`src/rtl/fcrt_pkg.sv`:
```
// types, word map and fixed values of the four-channel reload timer register file
package fcrt_pkg;

    // item kinds carried on tuser
    typedef enum logic [1:0] {
        KIND_READ  = 2'd0,
        KIND_WRITE = 2'd1,
        KIND_TICK  = 2'd2
    } t_kind;

    // word map
    localparam logic [9:0] W_ID0     = 10'd0;
    localparam logic [9:0] W_ID1     = 10'd4;
    localparam logic [9:0] W_INTEN   = 10'd5;
    localparam logic [9:0] W_INTST   = 10'd6;
    localparam logic [9:0] W_CHEN    = 10'd7;
    localparam logic [9:0] W_RELOAD0 = 10'd9;
    localparam logic [9:0] W_COUNT0  = 10'd10;
    localparam int         CH_STRIDE = 4;

    localparam logic [31:0] ID0_VALUE = 32'h0303_1003;
    localparam logic [31:0] ID1_VALUE = 32'h0000_0002;
    localparam logic [15:0] W1C_MASK  = 16'hffff;

    // reload word as loaded into a counter, zero counts as one
    function automatic logic [31:0] reload_eff(input logic [31:0] r);
        reload_eff = (r == 32'd0) ? 32'd1 : r;
    endfunction

endpackage

```
`src/rtl/four_channel_reload_timer_regs.sv`:
```
// register file and counters of the four-channel reload timer
//
// usage
//   slave channel: one item per handshake. tuser holds the kind (bus read,
//   bus write, or a counting tick for one channel); tdata holds the word
//   index, the write data and the ticking channel.
//   master channel: one item back for every item taken, in order: the read
//   value (zero for writes and ticks) and the four interrupt levels as they
//   stand after the item.
//   path: an item taken is held in the read stage, where the register
//   file read is registered, then moves into the output register once
//   that is free, and is shown on the master side from there.
//   throughput: one item per cycle unless the master side stalls, bounded
//   by the single register file port (one write or one read per item).
//   reset: all words but ID0 and ID1, counters, enables and status read as
//   zero; a valid bit per word in the file means no clearing pass is needed.
//   stall: a stalled master side holds its item while one more item moves
//   into the read stage; tready drops only when both stages are full.
module four_channel_reload_timer_regs
    import fcrt_pkg::*;
#(
    parameter int NUM_CHANNELS = 4,
    parameter int REG_WORDS    = 64
) (
    input  logic        i_clk,
    input  logic        i_rst_n,
    input  logic        i_s_axis_tvalid,
    output logic        o_s_axis_tready,
    // [9:0] word_index, [41:10] write_data, [43:42] tick_channel, rest zero
    input  logic [47:0] i_s_axis_tdata,
    // [1:0] kind
    input  logic [1:0]  i_s_axis_tuser,
    output logic        o_m_axis_tvalid,
    input  logic        i_m_axis_tready,
    // [31:0] read_data, [35:32] irq_lines, rest zero
    output logic [39:0] o_m_axis_tdata
);

    localparam int AW = $clog2(REG_WORDS);

    // incoming item fields
    t_kind       in_kind;
    logic [9:0]  in_word;
    logic [31:0] in_data;
    logic [1:0]  in_tick_ch;
    logic        acc;

    assign in_kind    = t_kind'(i_s_axis_tuser);
    assign in_word    = i_s_axis_tdata[9:0];
    assign in_data    = i_s_axis_tdata[41:10];
    assign in_tick_ch = i_s_axis_tdata[43:42];
    assign acc        = i_s_axis_tvalid && o_s_axis_tready;

    // general words live in a single-port style memory; the words the
    // datapath needs every cycle are held in flops beside it
    logic [31:0] r_mem [REG_WORDS];
    logic        r_mem_valid [REG_WORDS];
    logic [31:0] r_mem_rd;
    logic        r_mem_rd_ok;

    logic [31:0] r_inten, n_inten;
    logic [31:0] r_intst, n_intst;
    logic [31:0] r_chen,  n_chen;
    logic [31:0] r_reload [NUM_CHANNELS];
    logic [31:0] n_reload [NUM_CHANNELS];
    logic [31:0] r_cnt    [NUM_CHANNELS];
    logic [31:0] n_cnt    [NUM_CHANNELS];

    // read stage and output register
    logic        r_s1_valid;
    logic        r_s1_from_mem;
    logic [31:0] r_s1_fixed;
    logic [3:0]  r_s1_irq;
    logic        r_out_valid;
    logic [31:0] r_out_data;
    logic [3:0]  r_out_irq;

    logic        in_file;
    logic        mem_wr;
    logic        mem_rd;
    logic [AW-1:0] addr;
    logic [31:0] rd_fixed;
    logic        rd_from_mem;
    logic [3:0]  n_irq;
    logic [31:0] s1_data;
    logic        out_load;

    assign in_file = (in_word < 10'(REG_WORDS));
    assign addr    = in_word[AW-1:0];

    // interrupt status, enable and channel enable are kept only in flops
    assign mem_wr = acc && (in_kind == KIND_WRITE) && in_file
                    && (in_word != W_INTEN) && (in_word != W_INTST)
                    && (in_word != W_CHEN);

    // next state of the channel datapath
    always_comb begin
        n_inten  = r_inten;
        n_intst  = r_intst;
        n_chen   = r_chen;
        n_reload = r_reload;
        n_cnt    = r_cnt;
        if (acc) begin
            case (in_kind)
                KIND_WRITE: begin
                    if (in_word == W_INTST) begin
                        n_intst = r_intst & ~{16'd0, in_data[15:0] & W1C_MASK};
                    end else if (in_word == W_CHEN) begin
                        n_chen = in_data;
                        // rising enable loads the counter
                        for (int c = 0; c < NUM_CHANNELS; c++) begin
                            if (in_data[c] && !r_chen[c]) begin
                                n_cnt[c] = reload_eff(r_reload[c]);
                            end
                        end
                    end else if (in_word == W_INTEN) begin
                        n_inten = in_data;
                    end
                    for (int c = 0; c < NUM_CHANNELS; c++) begin
                        if (in_word == 10'(W_RELOAD0 + 10'(CH_STRIDE * c))) begin
                            n_reload[c] = in_data;
                        end
                    end
                end
                KIND_TICK: begin
                    for (int c = 0; c < NUM_CHANNELS; c++) begin
                        if (in_tick_ch == 2'(c) && r_chen[c]) begin
                            if (r_cnt[c] > 32'd1) begin
                                n_cnt[c] = r_cnt[c] - 32'd1;
                            end else begin
                                // reached zero or was already zero
                                n_intst[CH_STRIDE * c] = 1'b1;
                                n_cnt[c] = reload_eff(r_reload[c]);
                            end
                        end
                    end
                end
                default: begin
                end
            endcase
        end
    end

    // interrupt levels after the item
    always_comb begin
        n_irq = 4'd0;
        for (int c = 0; c < NUM_CHANNELS; c++) begin
            n_irq[c] = (|n_inten[CH_STRIDE * c +: 4]) && (|n_intst[CH_STRIDE * c +: 4]);
        end
    end

    // read source: fixed words, flops and live counters, else the file
    always_comb begin
        rd_fixed    = 32'd0;
        rd_from_mem = 1'b0;
        if (in_kind == KIND_READ) begin
            if (in_word == W_ID0) begin
                rd_fixed = ID0_VALUE;
            end else if (in_word == W_ID1) begin
                rd_fixed = ID1_VALUE;
            end else if (in_word == W_INTEN) begin
                rd_fixed = r_inten;
            end else if (in_word == W_INTST) begin
                rd_fixed = r_intst;
            end else if (in_word == W_CHEN) begin
                rd_fixed = r_chen;
            end else begin
                rd_from_mem = in_file;
                for (int c = 0; c < NUM_CHANNELS; c++) begin
                    if (in_word == 10'(W_COUNT0 + 10'(CH_STRIDE * c))) begin
                        rd_fixed    = r_cnt[c];
                        rd_from_mem = 1'b0;
                    end
                end
            end
        end
    end

    assign mem_rd = acc && rd_from_mem;

    // register file: one write or one read per item; a later item's read
    // always comes at a later edge than an earlier write, so no forwarding
    always_ff @(posedge i_clk) begin
        if (mem_wr) begin
            r_mem[addr] <= in_data;
        end
        if (mem_rd) begin
            r_mem_rd    <= r_mem[addr];
            r_mem_rd_ok <= r_mem_valid[addr];
        end
    end

    always_ff @(posedge i_clk) begin
        if (!i_rst_n) begin
            for (int w = 0; w < REG_WORDS; w++) begin
                r_mem_valid[w] <= 1'b0;
            end
        end else if (mem_wr) begin
            r_mem_valid[addr] <= 1'b1;
        end
    end

    // channel state
    always_ff @(posedge i_clk) begin
        if (!i_rst_n) begin
            r_inten <= 32'd0;
            r_intst <= 32'd0;
            r_chen  <= 32'd0;
            for (int c = 0; c < NUM_CHANNELS; c++) begin
                r_reload[c] <= 32'd0;
                r_cnt[c]    <= 32'd0;
            end
        end else begin
            r_inten  <= n_inten;
            r_intst  <= n_intst;
            r_chen   <= n_chen;
            r_reload <= n_reload;
            r_cnt    <= n_cnt;
        end
    end

    // read stage feeding the output register
    assign s1_data  = r_s1_from_mem ? (r_mem_rd_ok ? r_mem_rd : 32'd0) : r_s1_fixed;
    assign out_load = r_s1_valid && (!r_out_valid || i_m_axis_tready);
    assign o_s_axis_tready = !r_s1_valid || out_load;

    always_ff @(posedge i_clk) begin
        if (!i_rst_n) begin
            r_s1_valid  <= 1'b0;
            r_out_valid <= 1'b0;
        end else begin
            if (acc) begin
                r_s1_valid <= 1'b1;
            end else if (out_load) begin
                r_s1_valid <= 1'b0;
            end
            if (out_load) begin
                r_out_valid <= 1'b1;
            end else if (i_m_axis_tready) begin
                r_out_valid <= 1'b0;
            end
        end
    end

    always_ff @(posedge i_clk) begin
        if (acc) begin
            r_s1_from_mem <= rd_from_mem;
            r_s1_fixed    <= rd_fixed;
            r_s1_irq      <= n_irq;
        end
        if (out_load) begin
            r_out_data <= s1_data;
            r_out_irq  <= r_s1_irq;
        end
    end

    assign o_m_axis_tvalid = r_out_valid;
    assign o_m_axis_tdata  = {4'd0, r_out_irq, r_out_data};

`ifndef SYNTHESIS
    // status bits are only ever set by a tick
    assert property (@(posedge i_clk) disable iff (!i_rst_n)
        (acc && in_kind != KIND_TICK) |=> ((r_intst & ~$past(r_intst)) == 32'd0))
        else $error("status bit set by an item that is not a tick");

    // both stages full and master stalled: nothing may be taken
    assert property (@(posedge i_clk) disable iff (!i_rst_n)
        (r_s1_valid && r_out_valid && !i_m_axis_tready) |-> !o_s_axis_tready)
        else $error("item taken while both stages are full");

    // a taken item always reaches the read stage
    assert property (@(posedge i_clk) disable iff (!i_rst_n)
        acc |=> r_s1_valid)
        else $error("accepted item lost before the read stage");

    // a tick on an enabled channel never leaves its counter at zero
    generate
        for (genvar g = 0; g < NUM_CHANNELS; g++) begin : g_cnt_chk
            assert property (@(posedge i_clk) disable iff (!i_rst_n)
                (acc && in_kind == KIND_TICK && in_tick_ch == 2'(g) && r_chen[g])
                    |=> (r_cnt[g] != 32'd0))
                else $error("counter left at zero after a tick");
        end
    endgenerate
`endif

endmodule

```
`config.mk`:
```
export PLATFORM = sky130hd
export DESIGN_NAME = four_channel_reload_timer_regs
export DESIGN_NICKNAME = d
export VERILOG_FILES = /design/src/rtl/fcrt_pkg.sv /design/src/rtl/four_channel_reload_timer_regs.sv
export SDC_FILE = /design/constraint.sdc
export NUM_CORES = 2
export LEC_CHECK = 0
export BUFFER_PORTS_ARGS = -buffer_cell sky130_fd_sc_hd__buf_2
export CAP_MARGIN = 20
export CORE_UTILIZATION = 28
export CTS_CLUSTER_DIAMETER = 100
export CTS_CLUSTER_SIZE = 14
export DETAILED_ROUTE_END_ITERATION = 8
export PLACE_DENSITY_LB_ADDON = 0.12
export SYNTH_ARGS = -nofsm -noshare
export SYNTH_HDL_FRONTEND = slang
export SYNTH_SLANG_ARGS = --single-unit
```
`constraint.sdc`:
```
create_clock -name i_clk -period 5.6 [get_ports i_clk]
set_clock_uncertainty 0.1 [all_clocks]
set_input_delay 1.12 -clock i_clk [delete_from_list [all_inputs] [get_ports i_clk]]
set_output_delay 1.12 -clock i_clk [all_outputs]
set_load 0.01 [all_outputs]
```
# ---- Word-level counts from Yosys, hierarchy flattened
# Memories as Yosys holds them, arrays and structs flattened. A register that Yosys moved wholly into a read port is not among the register bits.
# Index checks and enable logic that the tools add are counted.
dict set report op_classes {
  addsub 4
  n_lt_le_gt_ge 5
  eq_ne 30
  muxes 75
  bitwise 5
  n_reduce_logical 59
}
# operator n
set op_table {}
lappend op_table {{two-way mux 32 bit} 25}
lappend op_table {{two-way mux 128 bit} 2}
lappend op_table {{case mux 128 bit (2 select lines)} 1}
lappend op_table {{> comparator 32 x 1 -> 1 bit, second input constant} 4}
lappend op_table {{zero test 32 bit} 4}
lappend op_table {{subtractor 32 x 1 -> 32 bit, second input constant} 4}
lappend op_table {{two-way mux 16 bit} 7}
lappend op_table {{two-way mux 26 bit} 2}
lappend op_table {{equality test 10 x 3 -> 1 bit, second input constant} 4}
lappend op_table {{equality test 10 x 4 -> 1 bit, second input constant} 4}
lappend op_table {{equality test 10 x 5 -> 1 bit, second input constant} 4}
lappend op_table {{bitwise AND 32 bit} 1}
lappend op_table {{NOT 16 -> 32 bit} 1}
lappend op_table {{OR reduction 4 bit} 8}
lappend op_table {{inequality test 10 x 3 -> 1 bit, second input constant} 3}
lappend op_table {{two-way mux 1 bit} 29}
lappend op_table {{AND reduction 6 bit} 4}
lappend op_table {{logical AND 1 bit} 20}
lappend op_table {{AND reduction 3 bit} 5}
lappend op_table {{two-way mux 3 bit} 4}
lappend op_table {{zero test 10 bit} 1}
lappend op_table {{less-than comparator 10 x 7 -> 1 bit, second input constant} 1}
lappend op_table {{inequality test 2 x 1 -> 1 bit, second input constant} 5}
lappend op_table {{inequality test 2 bit, second input constant} 5}
lappend op_table {{13 further kinds} 30}
dict set report totals {
  regBits 427
  ram_bits 2112
  inputBits 54
  out_inout_bits 42
  word_cells 201
  memories 2
}
# name words width rd rd_ports_with_merged_regs write_ports line_no
set mem_list {}
lappend mem_list {r_mem 64 32 1 1 1 four_channel_reload_timer_regs.sv:56} ;# logic [31:0] r_mem [REG_WORDS];
lappend mem_list {r_mem_valid 64 1 1 1 64 four_channel_reload_timer_regs.sv:57} ;# logic r_mem_valid [REG_WORDS];

# ---- Logic depth before layout (Yosys ltp)
dict set report logic_depth {
  depth_word 15
  depth_mapped 10
  depth_no_buf 8
}

# ---- Worst setup path before layout
# Ideal clock, no wire load.
dict set report synth_path {
  path_type {input to register}
  from {in i_s_axis_tdata[9]}
  to {mem r_mem[47][0], enable pin}
  setup_ns 0.463
  arrival_ns 4.620
  required_time_ns 5.037
  slack_ns 0.416
  path_stages 6
  path_buffers 1
  cell_sequence {or4_1 > a21oi_1 > and3_1 > clkbuf_1 > nand2_1 > nor3_1}
}
dict set report synth_via {
  elab_chain_cells 7
  elab_cells_between_ends 10
  classes_between {order compare: 1; eq/ne: 3; mux: 2; reduce/logical: 4}
}
# element line_no
set synth_lines {}
lappend synth_lines {{start: declaration} four_channel_reload_timer_regs.sv:30} ;# input logic [47:0] i_s_axis_tdata,
lappend synth_lines {{less-than comparator 10 x 7 -> 1 bit} four_channel_reload_timer_regs.sv:88} ;# assign in_file = (in_word < 10'(REG_WORDS));
lappend synth_lines {{logical AND 1 bit} four_channel_reload_timer_regs.sv:92} ;# assign mem_wr = acc && (in_kind == KIND_WRITE) && in_file
lappend synth_lines {{logical AND 1 bit (2 in series)} four_channel_reload_timer_regs.sv:93} ;# && (in_word != W_INTEN) && (in_word != W_INTST)
lappend synth_lines {{logical AND 1 bit (*)} four_channel_reload_timer_regs.sv:94} ;# && (in_word != W_CHEN);
lappend synth_lines {{two-way mux 1 bit (*)} four_channel_reload_timer_regs.sv:184} ;# if (mem_wr) begin
lappend synth_lines {{two-way mux 1 bit (not written as such) (*)} four_channel_reload_timer_regs.sv:185} ;# r_mem[addr] <= in_data;
lappend synth_lines {{end: declaration} four_channel_reload_timer_regs.sv:56}
# Mark *: on every way between the ends. The rest lies on a longest branch, timed or not.

# ---- Final worst setup path
dict set report layout_path {
  from {reg r_cnt[80] (netlist bit)}
  to {reg r_s1_irq[1] (data pin)}
}
dict set report layout_via {
  elab_chain_cells 7
}
# element line_no
set layout_lines {}
lappend layout_lines {{start: declaration} four_channel_reload_timer_regs.sv:66} ;# logic [31:0] r_cnt [NUM_CHANNELS];
lappend layout_lines {{start signal: assignment} four_channel_reload_timer_regs.sv:218} ;# r_cnt <= n_cnt;
lappend layout_lines {{> comparator 32 x 1 -> 1 bit} four_channel_reload_timer_regs.sv:128} ;# if (r_cnt[c] > 32'd1) begin
lappend layout_lines {{two-way mux 1 bit} four_channel_reload_timer_regs.sv:128}
lappend layout_lines {{two-way mux 1 bit} four_channel_reload_timer_regs.sv:127} ;# if (in_tick_ch == 2'(c) && r_chen[c]) begin
lappend layout_lines {{case mux 1 bit (2 select lines)} four_channel_reload_timer_regs.sv:104} ;# case (in_kind)
lappend layout_lines {{two-way mux 16 bit} four_channel_reload_timer_regs.sv:103} ;# if (acc) begin
lappend layout_lines {{OR reduction 4 bit} four_channel_reload_timer_regs.sv:148} ;# n_irq[c] = (|n_inten[CH_STRIDE * c +: 4]) && (|n_intst[CH_STRIDE * c +: 4]);
lappend layout_lines {{logical AND 1 bit} four_channel_reload_timer_regs.sv:148}
lappend layout_lines {{net n_irq[1]} four_channel_reload_timer_regs.sv:84} ;# logic [3:0] n_irq;
lappend layout_lines {{end signal: assignment} four_channel_reload_timer_regs.sv:249} ;# r_s1_irq <= n_irq;
lappend layout_lines {{end: declaration} four_channel_reload_timer_regs.sv:73} ;# logic [3:0] r_s1_irq;
# The timed path passes the listed nets, and every way through them passes these cells.
# A chain may end at the register's enable or synchronous reset.

==> impl_results.md <==
* Register area share after synthesis at 72.4%
* XOR/XNOR Fraction of Synth Area at 0.122%
* Routed len/inst at 31.0 um
* First-pass GRT wire length at 468000 um
* CP startpoint: r_cnt[80]$_SDFFE_PN0P_
* Seq pwr share at 55.9%
* CP endpoint: r_s1_irq[1]$_DFFE_PP_
* Routed via count at 56000
* # resized after CTS at 0
* Slew HR at 26.3%
* Met3 Usage GRT at 2.34%
* Setup TNS at 0 ns
* Slew @ Worst Pin at 1.11 ns
* Post-synth EDFFs at 2154
* Initial antenna violation count at 30
* Final HPWL DP at 202000 um
* Reg2reg setup slack at 1.57 ns
* FF-to-FF Start: r_cnt[80]$_SDFFE_PN0P_
* Synth Area in Adders at 0.137%
* Deepest clock path buffer count at 4
* Core Box Area at 0.356 mm2
* Die Area at 0.361 mm2
* Drt first-iter violations at 5613
* Max Fclk at 0.248 GHz
* CTS buffer count at 210
* CTS tree: yes
* Post-synth top area cell: edfxtp_1
* Cells after DPL at 10500
* Synth top area share at 64.4%
* Most frequent cells after synthesis: edfxtp_1, mux4_2, nand2_1, dfxtp_1, clkbuf_1
* Row count at 219
* Cell count after synthesis at 5708
* Largest cells by area after synthesis: edfxtp_1, mux4_2, dfxtp_1, nand2_1, a21oi_1
* Critical path launch point type: register
* Min-delay worst type: reg -> reg
* Synth warnings at 0
* Max-Cap Viols at 0
* Register-to-Register Path Depth at 5
* Residual DRC count at 0
* Setup repair after global routing missed its margin: false
* Routed vias/inst at 5.15
* Ys flop type: edfxtp_1
* Top-count cell post-synth: edfxtp_1
* FF-to-FF End: r_s1_irq[1]$_DFFE_PP_
* TritonRoute pass-1 iters at 9
* Setup violators final at 0
* GR Util met2 at 29.8%
* GR peak layer: met2
* M1 GR Usage at 26.3%
* Postcts setup bufs at 0
* Flops & latches, synth at 2556
* Worst path arrival time at 4.46 ns
* FFs w/ async S/R, synth at 0%
* LEAKAGE at 35.4 nW
* Final instance area at 0.115 mm2
* Hold buffers post-CTS at 0
* Layout Cells excl Fill at 10900
* Fin. Hold Viols at 0
* Number of global-route vias before repair at 56700
* Share of cells above drive strength 1 at 22.2%
* Final design utilization at 32.3%
* I/O Buffers at 87
* Switch share at 23.1%
* Avg Cell Area, Syn at 17.6 um2
* Clock transition at path regs at 0.08 ns
* GP Congestion at 0.852
* Complex-gate fraction of the synthesized area at 5.63%
* Pwr dens at 323 mW/mm2
* Clock Sinks at 2556
* Mux cell area share after synthesis at 14.8%
* Simple-Gate Fraction of Synth Area at 5.21%
* IR drop worst, VDD at 0.239 mV
* Mapped Area at 0.100 mm2
* Largest net degree at the start of global routing at 133
* Area delta synth->final at 14.7%
* Antenna Nets Post-Route at 0
* Status: finished, final reports clean
* Final period util at 71.9%
* CP max FO at 8
* WP data required at 6.03 ns
* Final net count at 6073
* Gr ovfl total at 0
* Final min period at 4.03 ns
* Worst Setup End Kind: register
* Worst skew pair latency at 0.89 ns
* Largest family of logic cells by synthesized area: multiplexers
* Ports at 96
* Tot GR Track Use at 18.3%
* Combinational fraction of design power at 6.9%
* Final slew viol count at 0
* P_sw at 8.59 mW
* Root buf cell: clkbuf_16
* CTS H-tree depth at 4
* Internal power at 28.6 mW
* Yosys cell types at 72
* Final wirelength at 337000 um
* Starting Density at 28.2%
* Crit Path Class: reg -> reg
* DP Area at 0.109 mm2
* Die Wd at 601 um
* Clock share of power at 37.2%
* Die outline height at 601 um
-- power groups by stage --
stage / Sequential (mW) / Combinational (mW) / Clock, mW
CTS: 20.8 / 2.57 / 14.3
floorplan: 21.2 / 1.39 / 0
finish: 20.8 / 2.55 / 13.8
global placement: 21.2 / 2.55 / 0
global route: 20.8 / 2.74 / 14.9
detailed placement: 21.2 / 2.57 / 0
-- metal layers --
metal  vias to the layer above  part of all wire [%]  routed length [um]
li1                      23600                     -                   -
met4                         2                   2.2                7240
met2                      1488                    47              159000
met5                         -                0.0021                   7
met3                       349                   4.3               14400
met1                     30500                    46              156000
-- kinds of logic (layout without fill, tap and decap cells) --
logic type / Yosys count / after routing
muxes: 664 / 664
xor gates and xnor gates: 14 / 14
adders and majority gates: 11 / 11
DFF: 2556 / 2556
AOI/OAI and AO/OA: 915 / 915
other: 1 / 116
and+or+nand+nor: 1118 / 1118
buffers and inverters: 429 / 718
-- stage by stage --
step	total power [mW]	setup slack, ns	hold WS, ns
3_3_place_gp	23.8	0.541	0.308
2_1_floorplan	22.6	0.416	0.300
4_1_cts	37.7	1.50	0.324
3_5_place_dp	23.8	0.511	0.307
5_1_grt	38.5	1.24	0.331
6_report	37.2	1.57	0.323
-- state kept, by name (all words and copies together) (netlist names), 32 cells and up --
register,flops
r_cnt,128
r_mem_valid,64
r_s1_fixed,32
r_chen,32
r_mem,2048
r_reload,128
r_inten,32
r_out_data,32
r_mem_rd,32
-- critical path, cell delays in order (launching register included) --
cell       delay, ns
dfxtp_1         0.39
or4_1           0.62
or3_1           0.52
or4_1           0.72
o41ai_1         0.59
a2bb2oi_1       0.76
-- placed cells by master, fill, tap and decap left out, drive strengths merged, types with 24 or more instances in the layout --
cell type     n
inv          57
and2         29
mux4        660
nor4         79
dfxtp       402
buf         363
o21ai       257
a21oi       285
a221oi       35
a31oi        35
nand2       452
nor3         94
conb        100
o21a         60
edfxtp     2154
a22oi        97
or3          35
o211ai       24
nor2        168
clkbuf      295
nand3       147
a222oi       25
-- how the worst min path moves through the flow --
stage	startpoint	endpoint	slack (ns)	depth (start not counted)
after global routing	r_s1_irq[2]$_DFFE_PP_	r_out_irq[2]$_DFFE_PP_	0.33	0
after CTS	r_s1_irq[2]$_DFFE_PP_	r_out_irq[2]$_DFFE_PP_	0.32	0
after floorplan	r_s1_irq[0]$_DFFE_PP_	r_out_irq[0]$_DFFE_PP_	0.30	0
after global placement	r_s1_irq[2]$_DFFE_PP_	r_out_irq[2]$_DFFE_PP_	0.31	0
final	r_s1_irq[2]$_DFFE_PP_	r_out_irq[2]$_DFFE_PP_	0.32	0
after detailed placement	r_s1_irq[2]$_DFFE_PP_	r_out_irq[2]$_DFFE_PP_	0.31	0
-- cell type report --
class / count / area, um2
diodes: 16 / 40.0
clock buffers: 294 / 5710
clock inverters: 6 / 62.6
fillers: 34300 / 241000
inverters: 54 / 208
multi-input cells: 2822 / 27000
flip-flops and latches: 2556 / 72700
well taps: 4751 / 5940
repair buffers: 364 / 3460
Note: power is estimated with default switching activity, not from simulation.
